--- src/hw/rtl/cau_pkg.sv ---
// Shared constants, operation codes and control struct for the complex arithmetic unit.
package cau_pkg;

	localparam int CAU_DATA_WIDTH = 32;
	localparam int CAU_FRAC_BITS  = 16;

	localparam logic [1:0] OP_ADD = 2'd0;
	localparam logic [1:0] OP_SUB = 2'd1;
	localparam logic [1:0] OP_MUL = 2'd2;
	localparam logic [1:0] OP_DIV = 2'd3;

	// Per-word control that rides along the pipeline; lane 0 is real, lane 1 imaginary.
	typedef struct packed {
		logic       is_div;
		logic       dz;
		logic [1:0] neg;
		logic [1:0] sat;
	} cau_ctl_t;

endpackage

--- src/hw/rtl/cau_cell.sv ---
// One restoring-division cell: shift in a dividend bit, compare and subtract, emit a quotient bit.
module cau_cell import cau_pkg::*; #(
	parameter int DATA_WIDTH = CAU_DATA_WIDTH
) (
	input  logic                        clk,
	input  logic                        arst_n,
	input  logic                        in_valid,
	output logic                        rdy,
	input  cau_ctl_t                    ctl_in,
	input  logic [2*DATA_WIDTH-1:0]     den_in,
	input  logic [1:0][2*DATA_WIDTH:0]  rem_in,
	input  logic [1:0][DATA_WIDTH:0]    nlo_in,
	input  logic [1:0][DATA_WIDTH:0]    quo_in,
	input  logic                        rdy_in,
	output logic                        out_valid,
	output cau_ctl_t                    ctl,
	output logic [2*DATA_WIDTH-1:0]     den,
	output logic [1:0][2*DATA_WIDTH:0]  rem,
	output logic [1:0][DATA_WIDTH:0]    nlo,
	output logic [1:0][DATA_WIDTH:0]    quo
);

	localparam int RW = 2 * DATA_WIDTH + 1;
	localparam int QW = DATA_WIDTH + 1;

	logic               v_q, adv;
	logic [1:0][RW-1:0] r, rem_d;
	logic [1:0][QW-1:0] nlo_d, quo_d;
	logic [1:0]         ge;

	assign adv       = !v_q || rdy_in;
	assign rdy       = adv;
	assign out_valid = v_q;

	always_comb begin
		for (int l = 0; l < 2; l++) begin
			r[l]  = {rem_in[l][RW-2:0], nlo_in[l][QW-1]};
			ge[l] = (r[l] >= RW'(den_in));
			if (ctl_in.is_div) begin
				rem_d[l] = ge[l] ? (r[l] - RW'(den_in)) : r[l];
				nlo_d[l] = nlo_in[l] << 1;
				quo_d[l] = {quo_in[l][QW-2:0], ge[l]};
			end else begin
				rem_d[l] = rem_in[l];
				nlo_d[l] = nlo_in[l];
				quo_d[l] = quo_in[l];
			end
		end
	end

	always_ff @(posedge clk or negedge arst_n) begin
		if (!arst_n) begin
			v_q <= 1'b0;
		end else if (adv) begin
			v_q <= in_valid;
		end
	end

	always_ff @(posedge clk) begin
		if (adv) begin
			ctl <= ctl_in;
			den <= den_in;
			rem <= rem_d;
			nlo <= nlo_d;
			quo <= quo_d;
		end
	end

endmodule

--- config.mk ---
export PLATFORM = sky130hd
export DESIGN_NAME = cau_cell
export DESIGN_NICKNAME = d
export VERILOG_FILES = /design/src/hw/rtl/cau_pkg.sv /design/src/hw/rtl/cau_cell.sv
export SDC_FILE = /design/constraint.sdc
export NUM_CORES = 1
export LEC_CHECK = 0
export BUFFER_PORTS_ARGS = -buffer_cell sky130_fd_sc_hd__buf_4
export CORE_AREA = 2 2 260 262
export DETAILED_ROUTE_END_ITERATION = 16
export DIE_AREA = 0 0 262 264
export MAX_ROUTING_LAYER = met4
export PLACE_DENSITY = 0.67
export SYNTH_ARGS = -nofsm -noshare
export SYNTH_HDL_FRONTEND = slang
export SYNTH_SLANG_ARGS = --single-unit
--- constraint.sdc ---
create_clock -name clk -period 15.9 [get_ports clk]
set_clock_uncertainty 0.1 [all_clocks]
set_input_delay 0 -clock clk [delete_from_list [all_inputs] [get_ports clk]]
set_output_delay 0 -clock clk [all_outputs]
set_load 0.02 [all_outputs]
; ---- Yosys cells after proc, flatten, opt, wreduce, memory -nomap -nowiden
; Cells that the tools add are included.
[op_classes]
order_cmp = 2
div = 0
bitwise = 0
reduce_logical = 2
eq_ne = 0
n_shift = 0
n_mux = 8
n_mul = 0
add_sub_neg = 2
[ops]
columns = op, n
row1 = $mux 65, 4
row2 = $mux 33, 4
row3 = $ge 65x64->1, 2
row4 = $sub 65x64->65, 2
row5 = $logic_not 1->1, 1
row6 = $logic_or 1x1->1, 1
[totals]
latchBits = 0
output_inout_bits = 334
wordCells = 28
mem_count = 0
inputBits = 336
register_bits = 333
rom_bits = 0
mem_bits_rw = 0

; ---- Depth between registers and ports, before layout
; Gate-level depths: netlist of the first run.
[depth]
word_depth = 3
mapped_depth = 15
depth_no_buf = 13

; ---- Least setup slack after synthesis of the first run
; No wires, ideal clock.
[synth_path]
kind = register to register
startpoint = register v_q (netlist: out_valid)
endpoint = register ctl[0] (netlist bit), enable pin
period_less_slack_ns = 9.012
required_ns = 15.036
slack_ns = 6.888
stages_incl_launch_ff = 2
path_buffers = 0
arrival_time_ns = 8.148
setup_time_ns = 0.764
cell_sequence = dfrtp_1 -> nand2b_1
[synth_between]
elab_chain_len = 2
[synth_rtl]
columns = item, line
row1 = from (decl), cau_cell.sv:26  ; logic v_q, adv;
row2 = from (signal assigned), cau_cell.sv:55  ; v_q <= in_valid;
row3 = $logic_not 1->1, cau_cell.sv:31  ; assign adv = !v_q || rdy_in;
row4 = $logic_or 1x1->1, cau_cell.sv:31
row5 = named net rdy, cau_cell.sv:8  ; output logic rdy,
row6 = to (signal assigned), cau_cell.sv:61  ; ctl <= ctl_in;
row7 = to (decl), cau_cell.sv:16  ; output cau_ctl_t ctl,
; The timed path passes the listed nets, and every way through them passes these cells.
; A chain may end at the register's enable or synchronous reset.

==> results of run 1 <==
==> metal layers <==
| metal | track usage | vias up | wire (µm) |
|---|---|---|---|
| met4 | 0.102 | 0 | 3490 |
| li1 | - | 10500 | - |
| met2 | 0.463 | 828 | 47900 |
| met5 | - | - | 0 |
| met1 | 0.326 | 10700 | 39100 |
| met3 | 0.0558 | 157 | 6700 |
==> critical path, cell delays in order <==
cell,delay [ps]
dlygate4sd3_1,550
buf_4,150
inv_1,70
ha_1,300
nor2b_1,140
o31a_1,270
o21bai_1,380
a2111oi_2,160
o21ai_1,520
a21boi_0,150
nand3b_1,300
a31oi_4,890
buf_4,740
nand2b_1,670
o221ai_1,250
dlygate4sd3_1,610
==> cell usage after synthesis (all sizes together) (28+ instances only) <==
master	n
edfxtp	332
a21oi	246
nor2	184
nand2	133
ha	128
mux2	128
inv	103
mux2i	103
o21ai	102
clkbuf	95
a21o	75
xnor2	68
nand3	47
xor2	47
nand4	43
a31oi	30
nor3	28
==> through the flow <==
stage | worst slack [ps] | util | std cells | cell area, µm²
detailed placement | 10380 | 0.425 | 3644 | 28300
CTS | 9890 | 0.514 | 4177 | 34200
finish | 9940 | 0.515 | 4201 | 34300
floorplan | 6890 | - | 2210 | 22600
global placement | 10510 | 0.425 | 3644 | 28300
global route | 9530 | 0.515 | 4199 | 34300
==> sequential cells by signal, indices dropped and copies added, names as in the netlist <==
| name | count |
|---|---|
| out_valid | 1 |
| den | 64 |
| quo | 66 |
| ctl | 6 |
| rem | 130 |
| nlo | 66 |
==> layout make-up <==
type | count | area, µm²
Sequential cell | 333 | 9990
Inverter | 103 | 387
Clock inverter | 22 | 243
Antenna cell | 24 | 60.1
Fill cell | 5954 | 32300
Multi-Input combinational cell | 1655 | 11700
Timing Repair Buffer | 1141 | 9740
Tap cell | 873 | 1090
Clock buffer | 50 | 1080
==> report_power, final <==
part	switching [W]	internal (W)
Clock	0.000410	0.000538
Combinational	0.000574	0.000470
Sequential	0.0000342	0.00108
Total	0.00102	0.00209
==> worst min path at each step <==
| stage | from | endpoint | slack [ps] | cells past startpoint |
|---|---|---|---|---|
| after floorplan | arst_n | out_valid | -400 | 0 |
| after global routing | ctl_in[0] | ctl[0] | 20 | 2 |
| after detailed placement | arst_n | out_valid | -320 | 1 |
| after CTS | den_in[41] | den[41] | 9 | 2 |
| final | ctl_in[1] | ctl[1] | 40 | 2 |
| after global placement | arst_n | out_valid | -320 | 1 |
==> logic make-up after synthesis <==
group,synth area share
buffers and inverters,0.0403
DFF,0.443
and+or+nand+nor,0.116
muxes,0.110
AOI/OAI and AO/OA,0.174
adders and majority gates,0.0727
xor gates and xnor gates,0.0446
==> timing repair <==
item	CTS	global route
endpoints found under the hold margin	333	0
endpoints found under the setup margin	0	0
hold buffers	461	0
==> metrics.yaml, run 1 <==
setup_path:
  cp.required_ps: 16130
  rr_worst_depth: 3
  cp.arrival_ps: 6190
  worstSetupStartpointType: "primary input"
  crit_fanout: 51
  setup.worst_path.end_class: "flip-flop"
  timing.rr.end: "quo[5]"
  rrSetupSlack_ps: 12730
  timing.rr.start: "out_valid"
  criticalPathCategory: "in -> reg"
  worstSetupStartpoint: "den_in[1]"
  crit_path_end: "rem[54]"
routing:
  routed_wl_um: 97200
  drt_iter0_drc: 1812
  drtAntennaViolNets: 0
  vias: 22100
  wl_per_cell_um: 23.1
  viasPerCell: 5.27
  dr.pass1.iters: 5
  drc: 0
logic_synthesis:
  ys.flop_type: "edfxtp_1"
  synth_area_leaders: "edfxtp_1 44%, ha_1 7.1%, mux2_2 6.4%"
  syn_avg_cell_area_um2: 10.2
  async_flop_share: 0.00300
  yosys.area.top_type: "edfxtp_1"
  synth_top_area_share: 0.442
  synth_cells: 2210
  synth_area_mm2: 0.0226
  yosysSeqAreaShare: 0.443
  synth_cell_types: 73
  yosysWarnings: 0
  synth_edf_count: 332
  synth_seq_cells: 333
  syn-num-nets: 2676
clocking:
  cts_resized: 0
  cts_made_buffers: 41
  cts_sinks: 333
  clk_pin_slew_ps: 60
  clock_latency_ps: 590
  cts_tree: "built"
  clock_path_buffers: 3
  cts_setup_buffers: 0
  cts_root_buf: "clkbuf_16"
  cts_max_level: 2
worst_hold_path:
  hold_class: "in -> reg"
power_and_ir_drop:
  total_power_w: 0.00311
  p_leak_nw: 14.7
  p_per_area_mw_per_mm2: 90.6
  ir_drop_mv: 0.0700
layout:
  layout.nets: 3741
  final_common_cell: "buf_4"
  area_delta_synth_final_pct: 51.9
  mostFrequentLayoutCells: "678 x buf_4, 461 x dlygate4sd3_1, 332 x edfxtp_1"
  drive_gt1_frac: 0.270
floorplan:
  die_area_mm2: 0.0692
  io_pins: 670
  start_util: 0.339
  die-width_um: 262
  coreArea_mm2: 0.0666
  row_count: 95
  dieHeight_um: 264
place:
  dp_hpwl_um: 72800
  routabilityCongestion: 0.958
  portBuffers: 669
timing:
  finalCritPeriodShare: 0.375
  whs_ps: 41.4
  rsz0062_at_grt: "false"
  tightest_slew_ps: 1050
  slew_headroom: 0.303
  fmax_mhz: 168
  fin_setup_tns_ps: 0
  maxSlewViolCount: 0
  period_minus_slack_ps: 5960
  hold_viol: 0
  setup-violations-final: 0
outcome:
  outcome: "finished clean"
run:
  drv_cap: 0
global_routing:
  grt_use_total: 0.276
  grt_start_max_net_pins: 166
  antenna_found_initial: 24
  grt_pass1_wl_um: 140000
  grt_pass1_vias: 22000
  grt.overflow.total: 0
No activity file was read; power rests on OpenSTA's default activity.
==> run 2: changes to the inputs <==
==> constraint.sdc (replaced) <==
create_clock -name clk -period 5.5 [get_ports clk]
set_clock_uncertainty 0.1 [all_clocks]
set_input_delay 0 -clock clk [delete_from_list [all_inputs] [get_ports clk]]
set_output_delay 0 -clock clk [all_outputs]
set_load 0.02 [all_outputs]
==> run 2 against run 1 <==
Utilization hardly changed; hold slack gained 5.7 ps; combinational power rose to 2.9 times the previous value; non-clock buffer count fell by 5; via count is 0.66% higher; critical path type unchanged; critical endpoint is now rem[118]; largest power group unchanged.
==> metrics.yaml, run 2 (synthesis gave the netlist of run 1 again) <==
clocking:
  cts_tree: "built"
  cts_root_buf: "clkbuf_16"
  cts_setup_buffers: 0  # unchanged
  clk_pin_slew_ps: 60  # about the same
  cts_resized: 0  # unchanged
  clock_latency_ps: 580  # about the same
  cts_sinks: 333  # unchanged
  postCtsHoldBufs: 455  # -1.3%
  cts_made_buffers: 43  # +4.9%
  clock_path_buffers: 3  # unchanged
  cts_max_level: 2  # unchanged
timing:
  whs_ps: 47.0  # +5.69 ps
  fmax_mhz: 213
  tightest_slew_ps: 963  # -82.6 ps
  period_minus_slack_ps: 4700
  finalCritPeriodShare: 0.855
  setup-violations-final: 0  # unchanged
  slew_headroom: 0.358  # +0.0551
  fin_setup_tns_ps: 0  # unchanged
  maxSlewViolCount: 0  # unchanged
  hold_viol: 0  # unchanged
  rsz0062_at_grt: "false"
place:
  postPlaceCellArea_mm2: 0.0284  # +0.20%
  dp_hpwl_um: 72100  # -1.0%
  portBuffers: 669  # unchanged
  routabilityCongestion: 0.955  # -0.22%
setup_path:
  crit_fanout: 23  # -55%
  crit_slowest_cell: "dlygate4sd3_1"
  setup.worst_path.end_class: "flip-flop"
  critPathMostFrequentCell: "dlygate4sd3_1"
  rr_worst_depth: 2  # -1
  cp.arrival_ps: 4930  # -1260 ps
  rrSetupSlack_ps: 3080  # -9650 ps
  worstPathCellList: "dlygate4sd3_1 > buf_4 > ha_1 > o211ai_1 > a21oi_1 > or2_1 > a41oi_2 > a211oi_2 > o2111a_1 > o21a_1 > a21bo_4 > a2bb2oi_1 > dlygate4sd3_1 > o21ai_0 > dlygate4sd3_1"
  timing.rr.end: "ctl[4]"
  max_stage_delay_ps: 590  # -300 ps
  criticalPathCategory: "in -> reg"
  cp.required_ps: 5730  # -10,400 ps
  timing.rr.start: "out_valid"
  worstSetupStartpointType: "primary input"
layout:
  layout.nets: 3738  # -0.080%
  top_register: "rem"
  reg_top3: "rem (130), nlo (66), quo (66)"
  largest_register_ffs: 130  # unchanged
  fillerInstances: 5896  # -0.97%
  final_common_cell: "buf_4"
  drive_gt1_frac: 0.271  # +0.00176
  area_delta_synth_final_pct: 52.0  # about the same
  design_area_mm2: 0.0343  # about the same
  mostFrequentLayoutCells: "675 x buf_4, 455 x dlygate4sd3_1, 332 x edfxtp_1"
power_and_ir_drop:
  p_per_area_mw_per_mm2: 263  # +190%
  p_leak_nw: 14.7  # +0.19%
  ir_drop_mv: 0.202  # +190%
worst_hold_path:
  hold_end: "den[45]"
  hold_start: "den_in[45]"
  hold_class: "in -> reg"
  min_delay_path_depth: 2  # unchanged
global_routing:
  grt.overflow.total: 0  # unchanged
  grt_use_total: 0.275  # -0.00132
  antenna_found_initial: 26  # +8.3%
  grt_start_max_net_pins: 139  # -16%
  grt_pass1_vias: 22200  # +0.94%
  grt_pass1_wl_um: 140000  # -0.28%
routing:
  drt_iter0_drc: 1953  # +7.8%
  wl_per_cell_um: 23.0  # -0.58%
  vias: 22300  # +0.66%
  dr.pass1.iters: 6  # +1
  routed_wl_um: 96600  # -0.67%
  viasPerCell: 5.31  # +0.76%
  drtAntennaViolNets: 0  # unchanged
  drc: 0  # unchanged
floorplan:
  start_util: 0.339  # unchanged
  dieHeight_um: 264  # unchanged
  row_count: 95  # unchanged
  io_pins: 670  # unchanged
  die_area_mm2: 0.0692  # unchanged
  die-width_um: 262  # unchanged
  coreArea_mm2: 0.0666  # unchanged
outcome:
  outcome: "finished clean"
run:
  drv_cap: 0  # unchanged
## run 2: final cells by class
cell class	count	area, µm²	area share
inverter	103	387	0.0113
sequential	333	9990	0.291
timing repair buffer	1136	9740	0.284
tap	873	1090	0.0318
clock inverter	29	253	0.00737
multi-input combinational	1655	11700	0.341
clock buffer	45	1080	0.0316
antenna	23	57.6	0.00168
## run 2: worst max path at each step
stage	cells past startpoint	start	slack [ps]	to
after global placement	13	den_in[4]	1530	rem[120]
final	15	rem_in[68]	800	rem[118]
after CTS	15	rem_in[68]	870	rem[118]
after detailed placement	14	den_in[4]	1470	rem[86]
after floorplan	1	out_valid	330	ctl[0]
after global routing	15	rem_in[68]	540	rem[118]
## run 2: where the power goes
group	switching, W	internal [W]
combinational	0.00166	0.00136
clock	0.00121	0.00158
sequential	0.0000955	0.00312
## run 2: layer usage
layer  track usage  routed length [µm]
met3        0.0623                7400
met5             -                   0
met4         0.105                4010
met1         0.316               37500
met2         0.465               47600
## run 2: per-stage QoR
step	power, W	instances	setup WS, ps	utilization
2_1_floorplan	0.00482	2210	334	-
3_3_place_gp	0.00587	3645	1530	0.426
3_5_place_dp	0.00588	3645	1470	0.426
4_1_cts	0.00902	4174	869	0.514
5_1_grt	0.00939	4197	541	0.515
6_report	0.00902	4197	795	0.515
## run 2: critical path: cells and delay by family
family / cells / cell delay (ps)
compound gates: 9 / 2410
fa+ha+maj: 1 / 390
buf+inv: 4 / 1880
simple gates: 1 / 210
