**src/hw/rtl/cau_pkg.sv**
```systemverilog
// Shared constants, operation codes and control struct for the complex arithmetic unit.
package cau_pkg;

	localparam int CAU_DATA_WIDTH = 32;
	localparam int CAU_FRAC_BITS  = 16;

	localparam logic [1:0] OP_ADD = 2'd0;
	localparam logic [1:0] OP_SUB = 2'd1;
	localparam logic [1:0] OP_MUL = 2'd2;
	localparam logic [1:0] OP_DIV = 2'd3;

	// Per-word control that rides along the pipeline; lane 0 is real, lane 1 imaginary.
	typedef struct packed {
		logic       is_div;
		logic       dz;
		logic [1:0] neg;
		logic [1:0] sat;
	} cau_ctl_t;

endpackage

```
**src/hw/rtl/cau_back.sv**
```systemverilog
// Back end: saturate, apply sign, zero-divisor override and output register.
module cau_back import cau_pkg::*; #(
	parameter int DATA_WIDTH = CAU_DATA_WIDTH
) (
	input  logic                       clk,
	input  logic                       arst_n,
	input  logic                       in_valid,
	output logic                       rdy,
	input  cau_ctl_t                   ctl_in,
	input  logic [1:0][DATA_WIDTH:0]   quo_in,
	output logic                       out_valid,
	input  logic                       out_ready,
	output logic [DATA_WIDTH-1:0]      res_re,
	output logic [DATA_WIDTH-1:0]      res_im,
	output logic                       div_zero,
	output logic                       overflow
);

	localparam int W  = DATA_WIDTH;
	localparam int QW = W + 1;
	localparam logic [QW-1:0] LIM = QW'(1) << (W - 1);

	logic                v_q, adv;
	logic [1:0][QW-1:0]  top, mag;
	logic [1:0]          ovf;
	logic [1:0][W-1:0]   res;

	assign adv       = !v_q || out_ready;
	assign rdy       = adv;
	assign out_valid = v_q;

	always_comb begin
		for (int l = 0; l < 2; l++) begin
			top[l] = ctl_in.neg[l] ? LIM : (LIM - QW'(1));
			ovf[l] = ctl_in.sat[l] || (quo_in[l] > top[l]);
			mag[l] = ovf[l] ? top[l] : quo_in[l];
			res[l] = ctl_in.neg[l] ? W'(-mag[l]) : mag[l][W-1:0];
		end
	end

	always_ff @(posedge clk or negedge arst_n) begin
		if (!arst_n) begin
			v_q <= 1'b0;
		end else if (adv) begin
			v_q <= in_valid;
		end
	end

	always_ff @(posedge clk) begin
		if (adv) begin
			if (ctl_in.dz) begin
				res_re   <= '0;
				res_im   <= '0;
				div_zero <= 1'b1;
				overflow <= 1'b0;
			end else begin
				res_re   <= res[0];
				res_im   <= res[1];
				div_zero <= 1'b0;
				overflow <= |ovf;
			end
		end
	end

endmodule

```
**config.mk**
```make
export PLATFORM = sky130hd
export DESIGN_NAME = cau_back
export DESIGN_NICKNAME = d
export VERILOG_FILES = /design/src/hw/rtl/cau_pkg.sv /design/src/hw/rtl/cau_back.sv
export SDC_FILE = /design/constraint.sdc
export NUM_CORES = 1
export LEC_CHECK = 0
export BUFFER_PORTS_ARGS = -buffer_cell sky130_fd_sc_hd__buf_2
export CAP_MARGIN = 10
export CORE_MARGIN = 1.5
export CORE_UTILIZATION = 55
export CTS_CLUSTER_SIZE = 28
export DETAILED_ROUTE_END_ITERATION = 8
export PLACE_DENSITY = 0.81
export SYNTH_ARGS = -nofsm -noshare
export SYNTH_HDL_FRONTEND = slang
export SYNTH_SLANG_ARGS = --single-unit
export TNS_END_PERCENT = 1
```
**constraint.sdc**
```tcl
create_clock -name clk -period 5.35 [get_ports clk]
set_input_delay 1.07 -clock clk [delete_from_list [all_inputs] [get_ports clk]]
set_output_delay 1.07 -clock clk [all_outputs]
set_load 0.005 [all_outputs]
```
Yosys cells after proc, flatten, opt, wreduce, memory -nomap -nowiden --
Cells that the tools add are included.
Word-level totals: bits in registers 67, input port bits 76, output and inout port bits 68, word-level logic and storage cells 21
Operators by class: $add $sub $neg 2, $lt $le $gt $ge 2, multiplexer cells 7, reduce and logical (&&, ||, !) cells 5
Operators by type and width (number):
- 2-to-1 mux 32 bit | 6
- > comparator 33 x 32 -> 1 bit | 2
- negation 32 bit | 2
- logical OR 1 bit | 3
- OR reduction 2 bit | 1
- zero test 1 bit | 1
- 2-to-1 mux 1 bit | 1

Longest topological paths before layout --
Gate-level depths: netlist of the first run.
depth in word-level cells 6, gate-level depth with buffers 22, mapped depth without buffers 17

Worst setup path after synthesis of the first run --
Ideal clock, no wire load.
kind in2reg, start point in ctl_in[3] (netlist bit), end point reg res_im[26] (data pin), setup time 0.180 ns, data arrival time 5.187 ns, data required time 5.170 ns, setup slack -0.017 ns, cell stages on the path 19, path buffers 5, path through clkbuf_1 > clkinv_1 > clkbuf_1 > clkbuf_1 > ha_1 > a2111oi_2 > o211ai_1 > or4b_4 > and2_0 > clkbuf_1 > buf_2 > a21oi_1 > ha_1 > nand3_1 > nor2_1 > nand4b_1 > xnor2_1 > mux2_2 > a221oi_1
On the way: word-level cells in the longest chain between the ends 6
RTL lines:
- from (decl) | line cau_back.sv:9 | input cau_ctl_t ctl_in,
- 2-to-1 mux 32 bit | line cau_back.sv:34 | top[l] = ctl_in.neg[l] ? LIM : (LIM - QW'(1));
- > comparator 33 x 32 -> 1 bit | line cau_back.sv:35 | ovf[l] = ctl_in.sat[l] || (quo_in[l] > top[l]);
- logical OR 1 bit | line cau_back.sv:35
- 2-to-1 mux 32 bit | line cau_back.sv:36 | mag[l] = ovf[l] ? top[l] : quo_in[l];
- negation 32 bit | line cau_back.sv:37 | res[l] = ctl_in.neg[l] ? W'(-mag[l]) : mag[l][W-1:0];
- 2-to-1 mux 32 bit * | line cau_back.sv:37
- to (signal assigned) | line cau_back.sv:58 | res_im <= res[1];
- to (decl) | line cau_back.sv:14 | output logic [DATA_WIDTH-1:0] res_im,
Every way passes the cells marked *; elsewhere a longest branch is shown, timed or not. A chain may end at the register's enable or synchronous reset.

Worst setup path after layout of the first run --
start point in ctl_in[2] (netlist bit), end point reg res_re[26] (data pin)
On the way: word-level cells in the longest chain between the ends 6
RTL lines:
- 2-to-1 mux 32 bit | line cau_back.sv:34
- > comparator 33 x 32 -> 1 bit | line cau_back.sv:35
- logical OR 1 bit | line cau_back.sv:35
- 2-to-1 mux 32 bit | line cau_back.sv:36
- negation 32 bit | line cau_back.sv:37
- 2-to-1 mux 32 bit * | line cau_back.sv:37
- to (signal assigned) | line cau_back.sv:57 | res_re <= res[0];
- to (decl) | line cau_back.sv:13 | output logic [DATA_WIDTH-1:0] res_re,
Marked as above.

==> results.cfg, run 1 <==
[cts]
clkLatencyLatePin_ns = 0.37
cts_buffers = 9
cts_hold_buf = 0
clk_path_buf_depth = 2
cts_tree = done
cts.clk_slew.worst_paths_ns = 0.08
cts_resized = 0
clkSinkCount = 67
postCtsSetupBuffers = 0
clockRootBuffer = clkbuf_8
htree_levels = 3

[floorplanning]
start_util_pct = 56.8
io_pins = 144
die-width_um = 109
dieArea_um2 = 11900
die_y_um = 109
coreArea_um2 = 10900
rows = 38

[critical_path]
worst_ep_arrival_time_ns = 5.33
crit_chain = clkbuf_4 -> buf_12 -> ha_1 -> nand4_1 -> nor3_1 -> a221o_1 -> or3_1 -> a221oi_4 -> nor2_1 -> a21oi_1 -> ha_1 -> nand3_2 -> or4_4 -> or3_1 -> buf_4 -> o211ai_1 -> o21ai_0 -> a221oi_2
cp_max_fo = 18
setup.worst_path.end_class = flip-flop
worst_path_max_delay_cell = or4_4
cpPeakStageDelay_ns = 0.54
path_class = in -> reg
startpoint_type = input pin
cp.required_ns = 5.53

[route]
drtPass1Iterations = 5
num_vias = 6270
post_drt_via_cell_ratio = 6.30
drtIter0Drc = 422
drc = 0
ant_nets = 0
drt-total-wl_um = 17400
wire_per_inst_um = 17.5

[global_route]
grt_antenna_before_repair = 0
grt_max_degree = 69
grt_pass1_wl_um = 27900
grt_pass1_vias = 5802
grt_overflow = 0
groute.usage.overall_pct = 29.8

[power]
power_density_nw_per_um2 = 211
switching_share_pct = 33.2
p_int_uw = 1040
p_sw_uw = 518
p_seq_share_pct = 41.8
comb_power_share_pct = 29.3
power_frac_clock_pct = 28.9
p_leak_uw = 0.00312
ir_drop_v = 0.000128

[synthesis]
synth_flop_cell = edfxtp_1
avgSynthCellArea_um2 = 8.82
synth_nets = 843
ys_seq_elements = 67
yosysWarnings = 0
synth_area_um2 = 6180
yosysUniqueCellTypes = 75
netlist_instances = 701
async_reset_ff_share_pct = 1.49
synth_edf_count = 66
synth_seq_area_share_pct = 32.4

[cells_and_area]
drive_gt1_share_pct = 27.7
nFillCells = 890
syn_to_final_growth_pct = 19.7
num-nets-final = 992
antenna_cells = 0

[sta]
tightest_slew_ns = 0.921
layout_min_cycle_time_ns = 5.15
setup_viol_count_final = 0
hold_ws_ns = 0.472
relSlewSlack_pct = 38.1
fmaxAchievable_mhz = 194
drv_slew = 0
setup_slack_ns = 0.197
period_share_pct = 96.3
rsz0062_at_grt = false
finClkSkew_ns = 0.0172
finalHoldViolCount = 0

[job]
max_cap_violations = 0

[placement]
dp_slack_ns = -0.190
gp_congestion = 0.934
dp_hpwl_um = 12600
portBuffers = 142

[outcome]
outcome = completed

[worst_hold_path]
hp-class = in -> async
==> sequential cells by signal, summed over array words and instances, names as in the netlist <==
register / flops
out_valid: 1
res_re: 32
res_im: 32
div_zero: 1
overflow: 1
==> power by group through the flow <==
stage / sequential, µW / clock [µW] / combinational (µW)
6_report: 653 / 451 / 458
5_1_grt: 658 / 475 / 508
4_1_cts: 653 / 452 / 452
3_5_place_dp: 664 / 0 / 449
3_3_place_gp: 663 / 0 / 428
2_1_floorplan: 673 / 0 / 249
==> through the flow <==
| step | total power, µW | instance area, µm² | instances | util (%) | TNS, ns |
|---|---|---|---|---|---|
| finish | 1560 | 7400 | 995 | 68.0 | 0 |
| floorplan | 922 | 6190 | 701 | - | 0 |
| global placement | 1090 | 7190 | 979 | 66.0 | 0 |
| global route | 1640 | 7400 | 995 | 68.0 | 0 |
| detailed placement | 1110 | 7190 | 979 | 66.0 | -0.237 |
| CTS | 1560 | 7390 | 995 | 67.9 | 0 |
==> critical path, delay by kind of cell <==
| kind | cells | cell delay (ns) |
|---|---|---|
| AO/OA/AOI/OAI | 6 | 1.39 |
| adder cells (fa/ha/maj) | 2 | 0.56 |
| buffers and inverters | 3 | 0.54 |
| AND/OR/NAND/NOR | 7 | 1.76 |
==> placed cells by master (no fill, tap or decap), types with 9 or more instances in the layout <==
cell type,netlist,routed
nor4_1,10,10
mux2_2,17,17
buf_4,2,30
nor2_1,69,69
or3_1,12,12
nand3_1,20,20
ha_1,66,66
inv_1,21,21
nand4_1,17,17
nor3_1,27,27
o21ai_0,47,47
buf_2,6,141
clkbuf_8,0,9
nand2_1,63,63
a221oi_1,12,11
a21oi_1,88,88
edfxtp_1,66,66
==> final timing paths <==
path	startpoint	end	slack, ns	cells past startpoint
worst max-delay path	ctl_in[2]	res_re[26]	0.20	18
worst min-delay path	arst_n	out_valid	0.47	1
worst max register to register	out_valid	res_re[6]	3.86	1
worst min register to register	out_valid	out_valid	1.14	2
max in group asynchronous	arst_n	out_valid	4.80	1
min in group clk	in_valid	out_valid	0.90	2
==> final cells by class <==
| cell class | count | area, µm² | share of cell area, % |
|---|---|---|---|
| clock buffer | 9 | 124 | 1.67 |
| clock inverter | 7 | 76.3 | 1.03 |
| inverter | 22 | 83.8 | 1.13 |
| multi-input combinational | 575 | 3940 | 53.2 |
| sequential | 67 | 2010 | 27.1 |
| tap | 140 | 175 | 2.37 |
| timing repair buffer | 175 | 998 | 13.5 |
==> cells in the mapped netlist (all sizes together) (5+ instances only) <==
| library cell | count | share of area (%) |
|---|---|---|
| a21oi | 88 | 7.1 |
| nor2 | 69 | 4.2 |
| edfxtp | 66 | 32 |
| ha | 66 | 13 |
| nand2 | 64 | 3.9 |
| o21ai | 48 | 3.9 |
| nor3 | 29 | 2.6 |
| clkbuf | 26 | 1.6 |
| nand3 | 22 | 1.9 |
| inv | 21 | 1.3 |
| a221oi | 19 | 3.6 |
| mux2 | 17 | 3.1 |
| nand4 | 17 | 1.7 |
| nor4 | 12 | 1.6 |
| or3 | 12 | 1.2 |
| buf | 11 | 1.3 |
| a211oi | 8 | 1.1 |
| nand2b | 8 | 0.81 |
| a31o | 7 | 0.99 |
| a21o | 6 | 0.73 |
| mux2i | 5 | 0.81 |
| nand4b | 5 | 0.95 |
| nor3b | 5 | 0.61 |
==> kinds of logic (layout without fill, tap and decap cells) <==
family	count (synthesis)	in the layout	share of synthesized area, %
and+or+nand+nor	270	270	23.1
AOI/OAI and AO/OA	209	209	21.9
DFF	67	67	32.4
adders and majority gates	66	66	13.4
buffers and inverters	59	213	4.19
muxes	22	22	3.90
xor gates and xnor gates	8	8	1.13
==> metal layers <==
layer / vias to the layer above / GRT usage [%] / part of all wire, %
met3: 38 / 4.84 / 7.8
met4: 0 / 11.5 / 2.2
met2: 295 / 47.0 / 47
li1: 2993 / - / -
met1: 2944 / 40.9 / 43
met5: - / 0 / 0
No activity file was read; power rests on OpenSTA's default activity.
==> inputs of run 2 (changes only) <==
--- a/config.mk
+++ b/config.mk
@@ -9,9 +9,10 @@
 export CAP_MARGIN = 10
 export CORE_MARGIN = 1.5
 export CORE_UTILIZATION = 55
+export CTS_BUF_LIST = sky130_fd_sc_hd__clkbuf_4
 export CTS_CLUSTER_SIZE = 28
 export DETAILED_ROUTE_END_ITERATION = 8
-export PLACE_DENSITY = 0.81
+export PLACE_DENSITY = 0.77
 export SYNTH_ARGS = -nofsm -noshare
 export SYNTH_HDL_FRONTEND = slang
 export SYNTH_SLANG_ARGS = --single-unit
==> results.cfg, run 2 (synthesized netlist as in run 1, its figures left out) <==
[outcome]
outcome = completed

[cts]
cts_hold_buf = 0
cts_tree = done
cts_buffers = 9
postCtsSetupBuffers = 0
cts_resized = 0
clkSinkCount = 67
htree_levels = 3
clkLatencyLatePin_ns = 0.41
clockRootBuffer = clkbuf_4
clk_path_buf_depth = 2
cts.clk_slew.worst_paths_ns = 0.11

[cells_and_area]
nFillCells = 915
layout_common_cells = 141 x buf_2, 88 x a21oi_1, 69 x nor2_1
syn_to_final_growth_pct = 17.9
antenna_cells = 0
drive_gt1_share_pct = 27.3
multi_input_area_um2 = 3930
final_common_cell = buf_2
regArea_um2 = 2010
num-nets-final = 991
largest_registers = res_im: 32 flops, res_re: 32 flops

[job]
max_cap_violations = 0

[route]
num_vias = 6268
drc = 0
drt-total-wl_um = 17100
wire_per_inst_um = 17.2
drtIter0Drc = 562
ant_nets = 0
drtPass1Iterations = 5
post_drt_via_cell_ratio = 6.31

[power]
power.total_uw = 1440
p_leak_uw = 0.00307
power_density_nw_per_um2 = 198
ir_drop_v = 0.000125

[sta]
setup_viol_count_final = 0
relSlewSlack_pct = 35.9
finalHoldViolCount = 0
drv_slew = 0
tns_ns = 0
hold_ws_ns = 0.419
fmaxAchievable_mhz = 198
tightest_slew_ns = 0.953
layout_min_cycle_time_ns = 5.06
period_share_pct = 94.5
finClkSkew_ns = 0.0153

[floorplanning]
dieArea_um2 = 11900
start_util_pct = 56.8
die_y_um = 109
rows = 38
coreArea_um2 = 10900
die-width_um = 109
io_pins = 144

[global_route]
grt_overflow = 0
groute.usage.overall_pct = 28.9
grt_antenna_before_repair = 0
grt_max_degree = 67
grt_pass1_wl_um = 27100
grt_pass1_vias = 5679

[placement]
dp_hpwl_um = 12600
portBuffers = 142
gp_congestion = 0.857

[critical_path]
crit_chain = clkbuf_4 -> buf_4 -> ha_1 -> nand4_1 -> buf_4 -> nor4_2 -> nand3_2 -> and2_1 -> a221oi_4 -> nor2_1 -> a21oi_1 -> ha_1 -> nand3_2 -> or4_1 -> or3_1 -> buf_4 -> o211ai_1 -> o21ai_0 -> a221oi_1
cpPeakStageDelay_ns = 0.56
startpoint = ctl_in[2]
critPathTopFamily = simple AND/OR/NAND/NOR gates
path_class = in -> reg
worst_ep_arrival_time_ns = 5.27
startpoint_type = input pin
crit_top_cell = buf_4
worst_path_max_delay_cell = or4_1
cp.required_ns = 5.57
cp_max_fo = 15
setup.worst_path.end_class = flip-flop
worstReg2RegStart = out_valid
cp_num_buf_inv = 4

[worst_hold_path]
hp-class = in -> async
## run 2: worst register-to-register path: cells and delay by family (launching register included)
kind | cells | cell delay, ns
flops | 1 | 0.42
simple gates | 1 | 0.11
buf+inv | 1 | 0.64
## run 2: per-stage QoR
stage | cell area, µm² | setup WS (ns) | utilization (%) | instances
floorplan | 6190 | 0.0492 | - | 701
global placement | 7160 | 0.0752 | 65.7 | 978
detailed placement | 7160 | -0.127 | 65.7 | 978
CTS | 7290 | 0.295 | 66.9 | 994
global route | 7290 | -0.00263 | 67.0 | 994
finish | 7290 | 0.294 | 67.0 | 994
## run 2: per-layer routing
layer  track usage (%)  vias to the layer above  share of wire, %
met5                 0                        -                 0
met4              8.46                        0               1.8
met3              4.78                       37               8.2
met2              45.9                      278                46
met1              40.3                     2957                44
li1                  -                     2996                 -
## run 2: layout make-up
type | count | area share (%)
flip-flops and latches | 67 | 27.5
repair buffers | 174 | 13.2
clock buffers | 10 | 1.03
inverters | 22 | 1.15
clock inverters | 6 | 0.789
well taps | 140 | 2.40
multi-input cells | 575 | 53.9
## run 2: where the power goes
| group | switching, µW | total (µW) | internal, µW |
|---|---|---|---|
| Clock | 191 | 335 | 144 |
| Sequential | 13.7 | 653 | 639 |
| Combinational | 269 | 452 | 183 |
## run 2: path summary, 6_finish.rpt
path / to / slack, ns / cells past startpoint
setup reg to reg: res_im[18] / 3.76 / 2
hold reg to reg: out_valid / 0.58 / 2
max in group asynchronous: out_valid / 4.85 / 1
min in group clk: out_valid / 0.58 / 2
hold / removal: out_valid / 0.42 / 1
setup / recovery: res_re[26] / 0.29 / 19
